$ cat src/rtl/bubble_sort_early_exit_top_assert.svh
// Assertion macros for the top-level RTL file of the sorter.
// Each macro takes a label, the clock, the active-low reset and two expressions.
`ifndef BUBBLE_SORT_EARLY_EXIT_TOP_ASSERT_SVH
`define BUBBLE_SORT_EARLY_EXIT_TOP_ASSERT_SVH

`ifndef SYNTHESIS

// Same-cycle implication.
`define BSE_ASSERT_IMP(label, clk, rst_n, ante, cons) \
  label: assert property (@(posedge clk) disable iff (!rst_n) (ante) |-> (cons)) \
    else $error("bse assertion failed");

// Next-cycle implication.
`define BSE_ASSERT_NEXT(label, clk, rst_n, ante, cons) \
  label: assert property (@(posedge clk) disable iff (!rst_n) (ante) |=> (cons)) \
    else $error("bse assertion failed");

`else

`define BSE_ASSERT_IMP(label, clk, rst_n, ante, cons)
`define BSE_ASSERT_NEXT(label, clk, rst_n, ante, cons)

`endif

`endif

$ cat src/rtl/bse_pkg.sv
`timescale 1ns / 1ps

package bse_pkg;

  localparam int VALUE_W = 32;

  typedef enum logic {
    ST_COLLECT,
    ST_EMIT
  } state_t;

  // Control broadcast to every cell of the chain.
  typedef struct packed {
    logic                       insert;
    logic                       shift;
    logic signed [VALUE_W-1:0]  value;
  } cell_ctl_t;

endpackage

$ cat src/rtl/bse_cell.sv
`timescale 1ns / 1ps

module bse_cell
  import bse_pkg::*;
(
  input  logic                      clk,
  input  cell_ctl_t                 ctl,
  input  logic                      valid_i,
  input  logic signed [VALUE_W-1:0] prev_val_i,
  input  logic                      prev_gt_i,
  input  logic signed [VALUE_W-1:0] next_val_i,
  output logic signed [VALUE_W-1:0] value_o,
  output logic                      gt_o
);

  logic signed [VALUE_W-1:0] val_r, val_nxt;

  // An empty cell counts as larger than anything, so new values land at the tail.
  assign gt_o    = !valid_i || (val_r > ctl.value);
  assign value_o = val_r;

  always_comb begin
    val_nxt = val_r;
    if (ctl.shift) begin
      val_nxt = next_val_i;
    end else if (ctl.insert && gt_o) begin
      // take the neighbor's value if it also moves up, else the new value
      val_nxt = prev_gt_i ? prev_val_i : ctl.value;
    end
  end

  always_ff @(posedge clk) begin
    val_r <= val_nxt;
  end

endmodule

$ cat src/rtl/bubble_sort_early_exit_top.sv
`timescale 1ns / 1ps
// Channel | Dir | tdata                    | tlast       | tuser
// in_     | in  | [31:0] value (signed)    | final_req   | -
// out_    | out | [31:0] sorted_value      | end_of_run  | [0] overflow
//
// Each element accepted while there is room is placed into sorted position by the chain of
// cells (one signed compare per cell against the incoming value, shift of the tail).
// After the final element, the set drains from cell 0 at one result per cycle while out_tready
// is high; in_tready stays low while draining. Reset clears the fill count, the overflow
// flag and the state; cell contents are not reset and are only read once written. A stalled
// out_tready holds the chain.
`include "bubble_sort_early_exit_top_assert.svh"

module bubble_sort_early_exit_top
  import bse_pkg::*;
#(
  parameter int DEPTH = 32
) (
  input  logic        clk,
  input  logic        rst_n,
  input  logic        in_tvalid,
  output logic        in_tready,
  input  logic [31:0] in_tdata,   // [31:0] value
  input  logic        in_tlast,
  output logic        out_tvalid,
  input  logic        out_tready,
  output logic [31:0] out_tdata,  // [31:0] sorted_value
  output logic        out_tlast,
  output logic [0:0]  out_tuser   // [0] overflow
);

  localparam int CNT_W = $clog2(DEPTH + 1);

  state_t             state_r, state_nxt;
  logic [CNT_W-1:0]   count_r, count_nxt;
  logic               drop_r, drop_nxt;
  logic               in_acc, out_acc, full;
  cell_ctl_t          ctl;

  logic signed [VALUE_W-1:0] cell_val [DEPTH];
  logic [DEPTH-1:0]          cell_gt;
  logic [DEPTH-1:0]          cell_valid;

  assign in_acc  = in_tvalid & in_tready;
  assign out_acc = out_tvalid & out_tready;
  assign full    = (count_r == CNT_W'(DEPTH));

  // Insert only while there is room; a transaction on a full store is dropped.
  assign ctl.insert = in_acc & ~full;
  assign ctl.shift  = out_acc;
  assign ctl.value  = $signed(in_tdata);

  // Chain of cells: cell 0 holds the smallest value.
  for (genvar i = 0; i < DEPTH; i++) begin : g_cell
    logic signed [VALUE_W-1:0] prev_val, next_val;
    logic                      prev_gt;

    assign cell_valid[i] = (count_r > CNT_W'(i));

    if (i == 0) begin : g_head
      assign prev_val = ctl.value;
      assign prev_gt  = 1'b0;
    end else begin : g_body
      assign prev_val = cell_val[i-1];
      assign prev_gt  = cell_gt[i-1];
    end

    if (i == DEPTH - 1) begin : g_tail
      assign next_val = cell_val[i];
    end else begin : g_mid
      assign next_val = cell_val[i+1];
    end

    bse_cell u_cell (
      .clk        (clk),
      .ctl        (ctl),
      .valid_i    (cell_valid[i]),
      .prev_val_i (prev_val),
      .prev_gt_i  (prev_gt),
      .next_val_i (next_val),
      .value_o    (cell_val[i]),
      .gt_o       (cell_gt[i])
    );
  end

  // Next state: collect until the final element, then drain the chain.
  always_comb begin
    state_nxt = state_r;
    unique case (state_r)
      ST_COLLECT: begin
        if (in_acc && in_tlast) begin
          state_nxt = ST_EMIT;
        end
      end
      ST_EMIT: begin
        if (out_acc && (count_r == CNT_W'(1))) begin
          state_nxt = ST_COLLECT;
        end
      end
      default: state_nxt = ST_COLLECT;
    endcase
  end

  // Fill count and overflow flag; the count doubles as the number left to emit.
  always_comb begin
    count_nxt = count_r;
    drop_nxt  = drop_r;
    unique case (state_r)
      ST_COLLECT: begin
        if (in_acc) begin
          if (full) begin
            drop_nxt = 1'b1;
          end else begin
            count_nxt = count_r + CNT_W'(1);
          end
        end
      end
      ST_EMIT: begin
        if (out_acc) begin
          count_nxt = count_r - CNT_W'(1);
          if (count_r == CNT_W'(1)) begin
            drop_nxt = 1'b0;
          end
        end
      end
      default: begin
        count_nxt = '0;
        drop_nxt  = 1'b0;
      end
    endcase
  end

  // Outputs: the head cell is the output register.
  always_comb begin
    in_tready    = (state_r == ST_COLLECT);
    out_tvalid   = (state_r == ST_EMIT);
    out_tdata    = cell_val[0];
    out_tlast    = (count_r == CNT_W'(1));
    out_tuser[0] = drop_r;
  end

  always_ff @(posedge clk) begin
    if (!rst_n) begin
      state_r <= ST_COLLECT;
      count_r <= '0;
      drop_r  <= 1'b0;
    end else begin
      state_r <= state_nxt;
      count_r <= count_nxt;
      drop_r  <= drop_nxt;
    end
  end

  // Never emit from an empty chain.
  `BSE_ASSERT_IMP(a_emit_nonempty, clk, rst_n, out_tvalid, count_r != '0)
  // The fill count never passes the store depth.
  `BSE_ASSERT_IMP(a_count_bound, clk, rst_n, 1'b1, count_r <= CNT_W'(DEPTH))
  // The final element starts draining in the next cycle.
  `BSE_ASSERT_NEXT(a_final_drains, clk, rst_n, in_acc && in_tlast, out_tvalid)
  // The two head cells are in ascending order while draining.
  `BSE_ASSERT_IMP(a_head_sorted, clk, rst_n, out_tvalid && (count_r > CNT_W'(1)), cell_val[0] <= cell_val[1])
  // After the last result the block takes input again.
  `BSE_ASSERT_NEXT(a_last_reopens, clk, rst_n, out_acc && out_tlast, in_tready && !drop_r)

endmodule

$ cat config.mk
export PLATFORM = sky130hd
export DESIGN_NAME = bubble_sort_early_exit_top
export DESIGN_NICKNAME = d
export VERILOG_FILES = /design/src/rtl/bse_pkg.sv /design/src/rtl/bse_cell.sv /design/src/rtl/bubble_sort_early_exit_top.sv
export VERILOG_INCLUDE_DIRS = /design/src /design/src/rtl
export SDC_FILE = /design/constraint.sdc
export NUM_CORES = 2
export LEC_CHECK = 0
export ABC_AREA = 1
export BUFFER_PORTS_ARGS = -buffer_cell sky130_fd_sc_hd__clkbuf_2
export CAP_MARGIN = 20
export CORE_MARGIN = 4
export CORE_UTILIZATION = 32
export CTS_CLUSTER_DIAMETER = 50
export DETAILED_ROUTE_END_ITERATION = 12
export HOLD_SLACK_MARGIN = 0.12
export PLACE_DENSITY = 0.51
export SETUP_SLACK_MARGIN = 0.2
export SLEW_MARGIN = 20
export SYNTH_ARGS = -nofsm -noshare
export SYNTH_HDL_FRONTEND = slang
export SYNTH_SLANG_ARGS = --single-unit
$ cat constraint.sdc
create_clock -name clk -period 6.9 [get_ports clk]
set_clock_uncertainty 0.15 [all_clocks]
set_input_delay 0.69 -clock clk [delete_from_list [all_inputs] [get_ports clk]]
set_output_delay 0.69 -clock clk [all_outputs]
set_load 0.02 [all_outputs]
# ---- After elaboration in Yosys (flattened, before gate mapping)
# Index checks and enable logic that the tools add are counted.
dict set report word_totals {
  reg_bits 1032
  in_bits 37
  output_inout_bits 36
}
dict set report classes {
  n_addsub 2
  magnitude_cmp 64
  n_eq_ne 7
  muxes 105
  n_bitwise 6
  reduce_logical 132
}
# cell n
set ops {}
lappend ops {{two-way mux 32 bit} 93}
lappend ops {{greater-than comparator 32 bit} 32}
lappend ops {{greater-than comparator 6 x 5 -> 1 bit (second input constant)} 16}
lappend ops {{nonzero test 2 bit} 31}
lappend ops {{greater-than comparator 6 x 4 -> 1 bit (second input constant)} 8}
lappend ops {{logical AND 1 bit} 34}
lappend ops {{logical NOT 1 bit} 32}
lappend ops {{logical OR 1 bit} 32}
lappend ops {{greater-than comparator 6 x 3 -> 1 bit (second input constant)} 4}
lappend ops {{two-way mux 6 bit} 3}
lappend ops {{greater-than comparator 6 x 1 -> 1 bit (second input constant)} 2}
lappend ops {{greater-than comparator 6 x 2 -> 1 bit (second input constant)} 2}
lappend ops {{one-hot mux 6 bit (2 select lines)} 1}
lappend ops {{adder 6 x 1 -> 6 bit (second input constant)} 1}
lappend ops {{== test 6 x 1 -> 1 bit (second input constant)} 1}
lappend ops {{== test 6 bit (second input constant)} 1}
lappend ops {{two-way mux 1 bit} 6}
lappend ops {{inequality test 2 x 1 -> 1 bit (second input constant)} 3}
lappend ops {{subtractor 6 x 1 -> 6 bit (second input constant)} 1}
lappend ops {{inequality test 2 bit (second input constant)} 2}
lappend ops {{one-hot mux 1 bit (2 select lines)} 2}
lappend ops {{AND reduction 4 bit} 1}
lappend ops {{bitwise AND 1 bit} 3}
lappend ops {{NOT 1 bit} 3}
lappend ops {{other kinds (2)} 2}

# ---- Longest topological paths before layout
dict set report depth {
  depth_word 6
  depth_mapped 21
  depth_no_buf 20
}

# ---- Modules after synthesis
# A second synthesis with hierarchy kept.
dict set report unflattened {
  cells_unflattened 9499
  hier_area_um2 81473.1
}
# module instances cells_each area_per_inst_um2
set by_module_without_submodules {}
lappend by_module_without_submodules {bse_cell 32 292 2517.4}
lappend by_module_without_submodules {bubble_sort_early_exit_top 1 155 915.9}

# ---- Least setup slack after synthesis
# No wires, ideal clock.
dict set report synth_path {
  path_kind {input-to-reg}
  from {in in_tdata[17]}
  to {reg g_cell[31].u_cell.val_r[0], enable pin}
  setup_ns 0.470
  t_arrival_ns 5.329
  path_slack_ns 0.950
  path_stages 13
  path_buffers 1
  cell_sequence {inv_1 -> clkbuf_1 -> ha_1 -> nand2_1 -> inv_1 -> o21ai_0 -> a21oi_1 -> o21ba_2 -> nor2_1 -> nand3b_1 -> nand2_1 -> nand2_1 -> a21boi_0}
}
dict set report synth_via {
  elab_chain_len 4
}
# element line_no
set synth_lines {}
lappend synth_lines {{from (decl)} bubble_sort_early_exit_top.sv:23} ;# input logic [31:0] in_tdata,
lappend synth_lines {{greater-than comparator 32 bit} bse_cell.sv:19} ;# assign gt_o = !valid_i || (val_r > ctl.value);
lappend synth_lines {{logical OR 1 bit} bse_cell.sv:19}
lappend synth_lines {{logical AND 1 bit} bse_cell.sv:26} ;# end else if (ctl.insert && gt_o) begin
lappend synth_lines {{AND reduction 2 bit (no line)} --}
lappend synth_lines {{to (signal assigned)} bse_cell.sv:33} ;# val_r <= val_nxt;
lappend synth_lines {{to (decl)} bse_cell.sv:16} ;# logic signed [VALUE_W-1:0] val_r, val_nxt;
# Every way passes these cells.
# A chain may end at the register's enable or synchronous reset.

# ---- Worst setup path after layout
dict set report layout_path {
  from {in in_tdata[21]}
  to {reg g_cell[26].u_cell.val_r[24] (data pin)}
}
dict set report layout_via {
  elab_chain_len 5
}
# element line_no
set layout_lines {}
lappend layout_lines {{greater-than comparator 32 bit} bse_cell.sv:19}
lappend layout_lines {{logical OR 1 bit} bse_cell.sv:19}
lappend layout_lines {{two-way mux 32 bit} bse_cell.sv:28} ;# val_nxt = prev_gt_i ? prev_val_i : ctl.value;
lappend layout_lines {{two-way mux 32 bit} bse_cell.sv:26}
lappend layout_lines {{two-way mux 32 bit} bse_cell.sv:24} ;# if (ctl.shift) begin
lappend layout_lines {{via g_cell[26].u_cell.val_nxt[24]} bse_cell.sv:16}
lappend layout_lines {{to (signal assigned)} bse_cell.sv:33}
lappend layout_lines {{to (decl)} bse_cell.sv:16}
# The timed path passes the listed nets, and every way through them passes these cells. The select of a mux whose other input is x is not followed.

==> results.tsv <==
metric	value	unit
status	completed	
crit-path max cell delay	0.84	ns
average routed wire per standard cell	22.6	µm
Fin. Hold Viols	0	
Post-route DRC	0	
Die W	517	µm
top cells by area, synth	edfxtp_1 37%, nand2_1 19%, ha_1 16%, nand3_1 12%, inv_1 5.7%	
Iteration-0 DRC Markers	7681	
number of max-cap violations	0	
post-DP HPWL	241	mm
worst skew pair latency	0.85	ns
Setup Fix Bufs, Post-CTS	0	
Hold Path Depth	3	
critical path startpoint category	input port	
CP Class	input port to flip-flop	
net switching share of the total power	38.1	%
Syn Inst Count	11300	
Critical-path top delay cell	nand2_2	
part of the power in registers	36.3	%
Nets	12300	
CP Cell Sequence	dlygate4sd3_1 > clkbuf_2 > clkinv_2 > buf_4 > ha_1 > nand2_1 > nor4_1 > nand2_1 > nand3_1 > nand3_1 > nand2_2 > nand2_1 > nand3_1 > nand2_1	
syn nets	12400	
CTS H-tree depth	4	
Final GP Congestion	0.912	
final setup violating endpoints	0	
Gate power share	29.0	%
Setup TNS	0	ns
Initial Utilization	32.2	%
first-pass GRT wire length	501	mm
TritonCTS Buffers	183	
CTS tree	done	
share of layout cells above drive strength 1	6.62	%
syn avg cell area	7.33	µm²
Leak	0.0468	µW
Clock power frac	34.7	%
Clock transition at path regs	0.06	ns
core box area	257000	µm²
Max rail drop VDD	0.268	mV
GRT met3 Usage	3.53	%
R2R Setup Slk	2.31	ns
post-CTS sizing	0	
clock root cell	clkbuf_16	
FP Rows	186	
full die area	267000	µm²
Post-synth EDFFs	1024	
worst min path class	input port to flip-flop	
Syn. warnings	0	
reg2reg end	g_cell[6].u_cell.value_o[10]	
global route hottest layer	met2	
Layout area overhead	14.4	%
period utilisation layout	74.8	%
Final min period	5.16	ns
vias in the first global route	76500	
largest net degree at the start of global routing	168	
Yosys reg bits	1032	
IO Pins	73	
area leader, netlist	edfxtp_1	
most instantiated cells after synthesis	4,128 x nand2_1, 2,039 x nand3_1, 1,259 x inv_1, 1,028 x ha_1, 1,024 x edfxtp_1	
Required @ worst endpoint	7.34	ns
Slew @ Worst Pin	1.09	ns
CTS max path bufs	3	
antenna viol nets, final	0	
internal power	16800	µW
Pwr per Cell Area	286	nW/µm²
Post-Syn Area	82800	µm²
Hold Path End	g_cell[0].u_cell.value_o[8]	
ys flop type	edfxtp_1	
FMAX	194	MHz
via count of the routed design	79100	
Psw	10300	µW
final worst slack	1.74	ns
Cell variety after synth	48	
HP Start	in_tdata[8]	
R2R cell count	11	
most used cell along the critical path	nand2_1	
Max-Slew Margin vs Limit	27.3	%
CTS sink count	1032	
CTS hold repair buffers	33	
met2 Resource Use GR	39.4	%
Critical Path Sink Type	flip-flop	
RSZ-0062 raised after global routing	false	
Post-Route WL	335	mm
vias per cell	5.34	
grt ovf	0	
drt pass-1 iters	7	
Slew Viols, Final	0	
Port Buffers	72	
register area share after synthesis	37.3	%
Die Ht	517	µm
antenna violations before repair	2	
critical path peak fanout	32	
GRT Total Usage	24.5	%
Place WS	1.20	ns
Post-synth ARST share	0	%
most frequent cell after synthesis	nand2_1	
M1 GR Usage	32.2	%
top cell type's share of synthesized area	37.1	%
worst reg2reg startpoint	count_r[1]	
critical path arrival	5.60	ns
power by group through the flow:
stage	registers, µW	logic [µW]	clock network [µW]
finish	9850	7880	9420
global route	9920	8930	9850
CTS	9820	7810	9540
detailed placement	9930	7760	0
global placement	9930	7570	0
floorplan	9240	5260	0
per-layer routing:
layer,vias to the layer above,share of wire (%)
li1,37400,-
met3,671,6.7
met5,-,0
met2,3154,46
met1,37800,42
met4,0,5.3
worst max path at each step:
stage / start / to / slack, ns / cells past startpoint
global route: in_tdata[21] / g_cell[27].u_cell.value_o[21] / 1.59 / 15
floorplan: in_tdata[17] / g_cell[31].u_cell.value_o[0] / 0.95 / 13
finish: in_tdata[21] / g_cell[26].u_cell.value_o[24] / 1.74 / 14
detailed placement: in_tdata[21] / g_cell[25].u_cell.value_o[25] / 1.20 / 11
global placement: in_tdata[21] / g_cell[27].u_cell.value_o[30] / 1.32 / 16
CTS: in_tdata[21] / g_cell[25].u_cell.value_o[29] / 1.55 / 12
flip-flops by register name (all words and copies together), names as in the netlist:
register               cells
out_tuser                  1
g_cell.u_cell.value_o   1024
count_r                    6
out_tvalid                 1
cell type report:
cell class	count	area, µm²
well taps	3384	4230
diodes	2	5.00
flip-flops and latches	1032	30900
fillers	26800	162000
clock inverters	134	1550
repair buffers	381	3220
multi-input cells	8389	45300
clock buffers	209	4700
inverters	1277	4840
per-stage QoR:
stage / util, % / instance area, µm² / total power (µW) / instances / hold WS [ns]
6_report: 36.8 / 94700 / 27100 / 14800 / 0.186
5_1_grt: 36.8 / 94700 / 28700 / 14800 / 0.196
4_1_cts: 36.8 / 94700 / 27200 / 14800 / 0.128
3_5_place_dp: 34.3 / 88100 / 17700 / 14400 / 0.392
3_3_place_gp: 34.2 / 88000 / 17500 / 14400 / 0.393
2_1_floorplan: - / 82800 / 14500 / 11300 / 0.370
cell usage in the layout, fill, tap and decap left out, types with 19 or more instances in the layout:
master         Yosys  final
clkbuf_16          0    183
clkbuf_1         482     24
nor3_1            32     31
edfxtp_1        1024   1024
nand4_1           73     73
nand2_1         4128   4122
clkinv_1           6     33
buf_12             0     26
clkbuf_2           1     71
o21a_1            48     48
dlygate4sd3_1      0     33
nand3_1         2039   2039
clkinv_2           0     66
bufinv_16          0     22
ha_1            1028   1028
nor4_1            19     19
o21ai_0          149    149
a21oi_1          479    477
inv_1           1259   1227
a31oi_4            1     32
nor2_1           290    290
buf_4              0    243
kinds of logic after synthesis:
logic type	share of synthesized area, %
compound gates	4.94
xor+xnor	0.0106
fa+ha+maj	15.5
buf+inv	8.75
flops	37.3
simple gates	33.5
worst max-delay path: cells and delay by family:
| kind | cells | cell delay, ns |
|---|---|---|
| and+or+nand+nor | 9 | 2.58 |
| adders and majority gates | 1 | 0.36 |
| buffers and inverters | 4 | 1.89 |
Note: power is estimated with default switching activity, not from simulation.
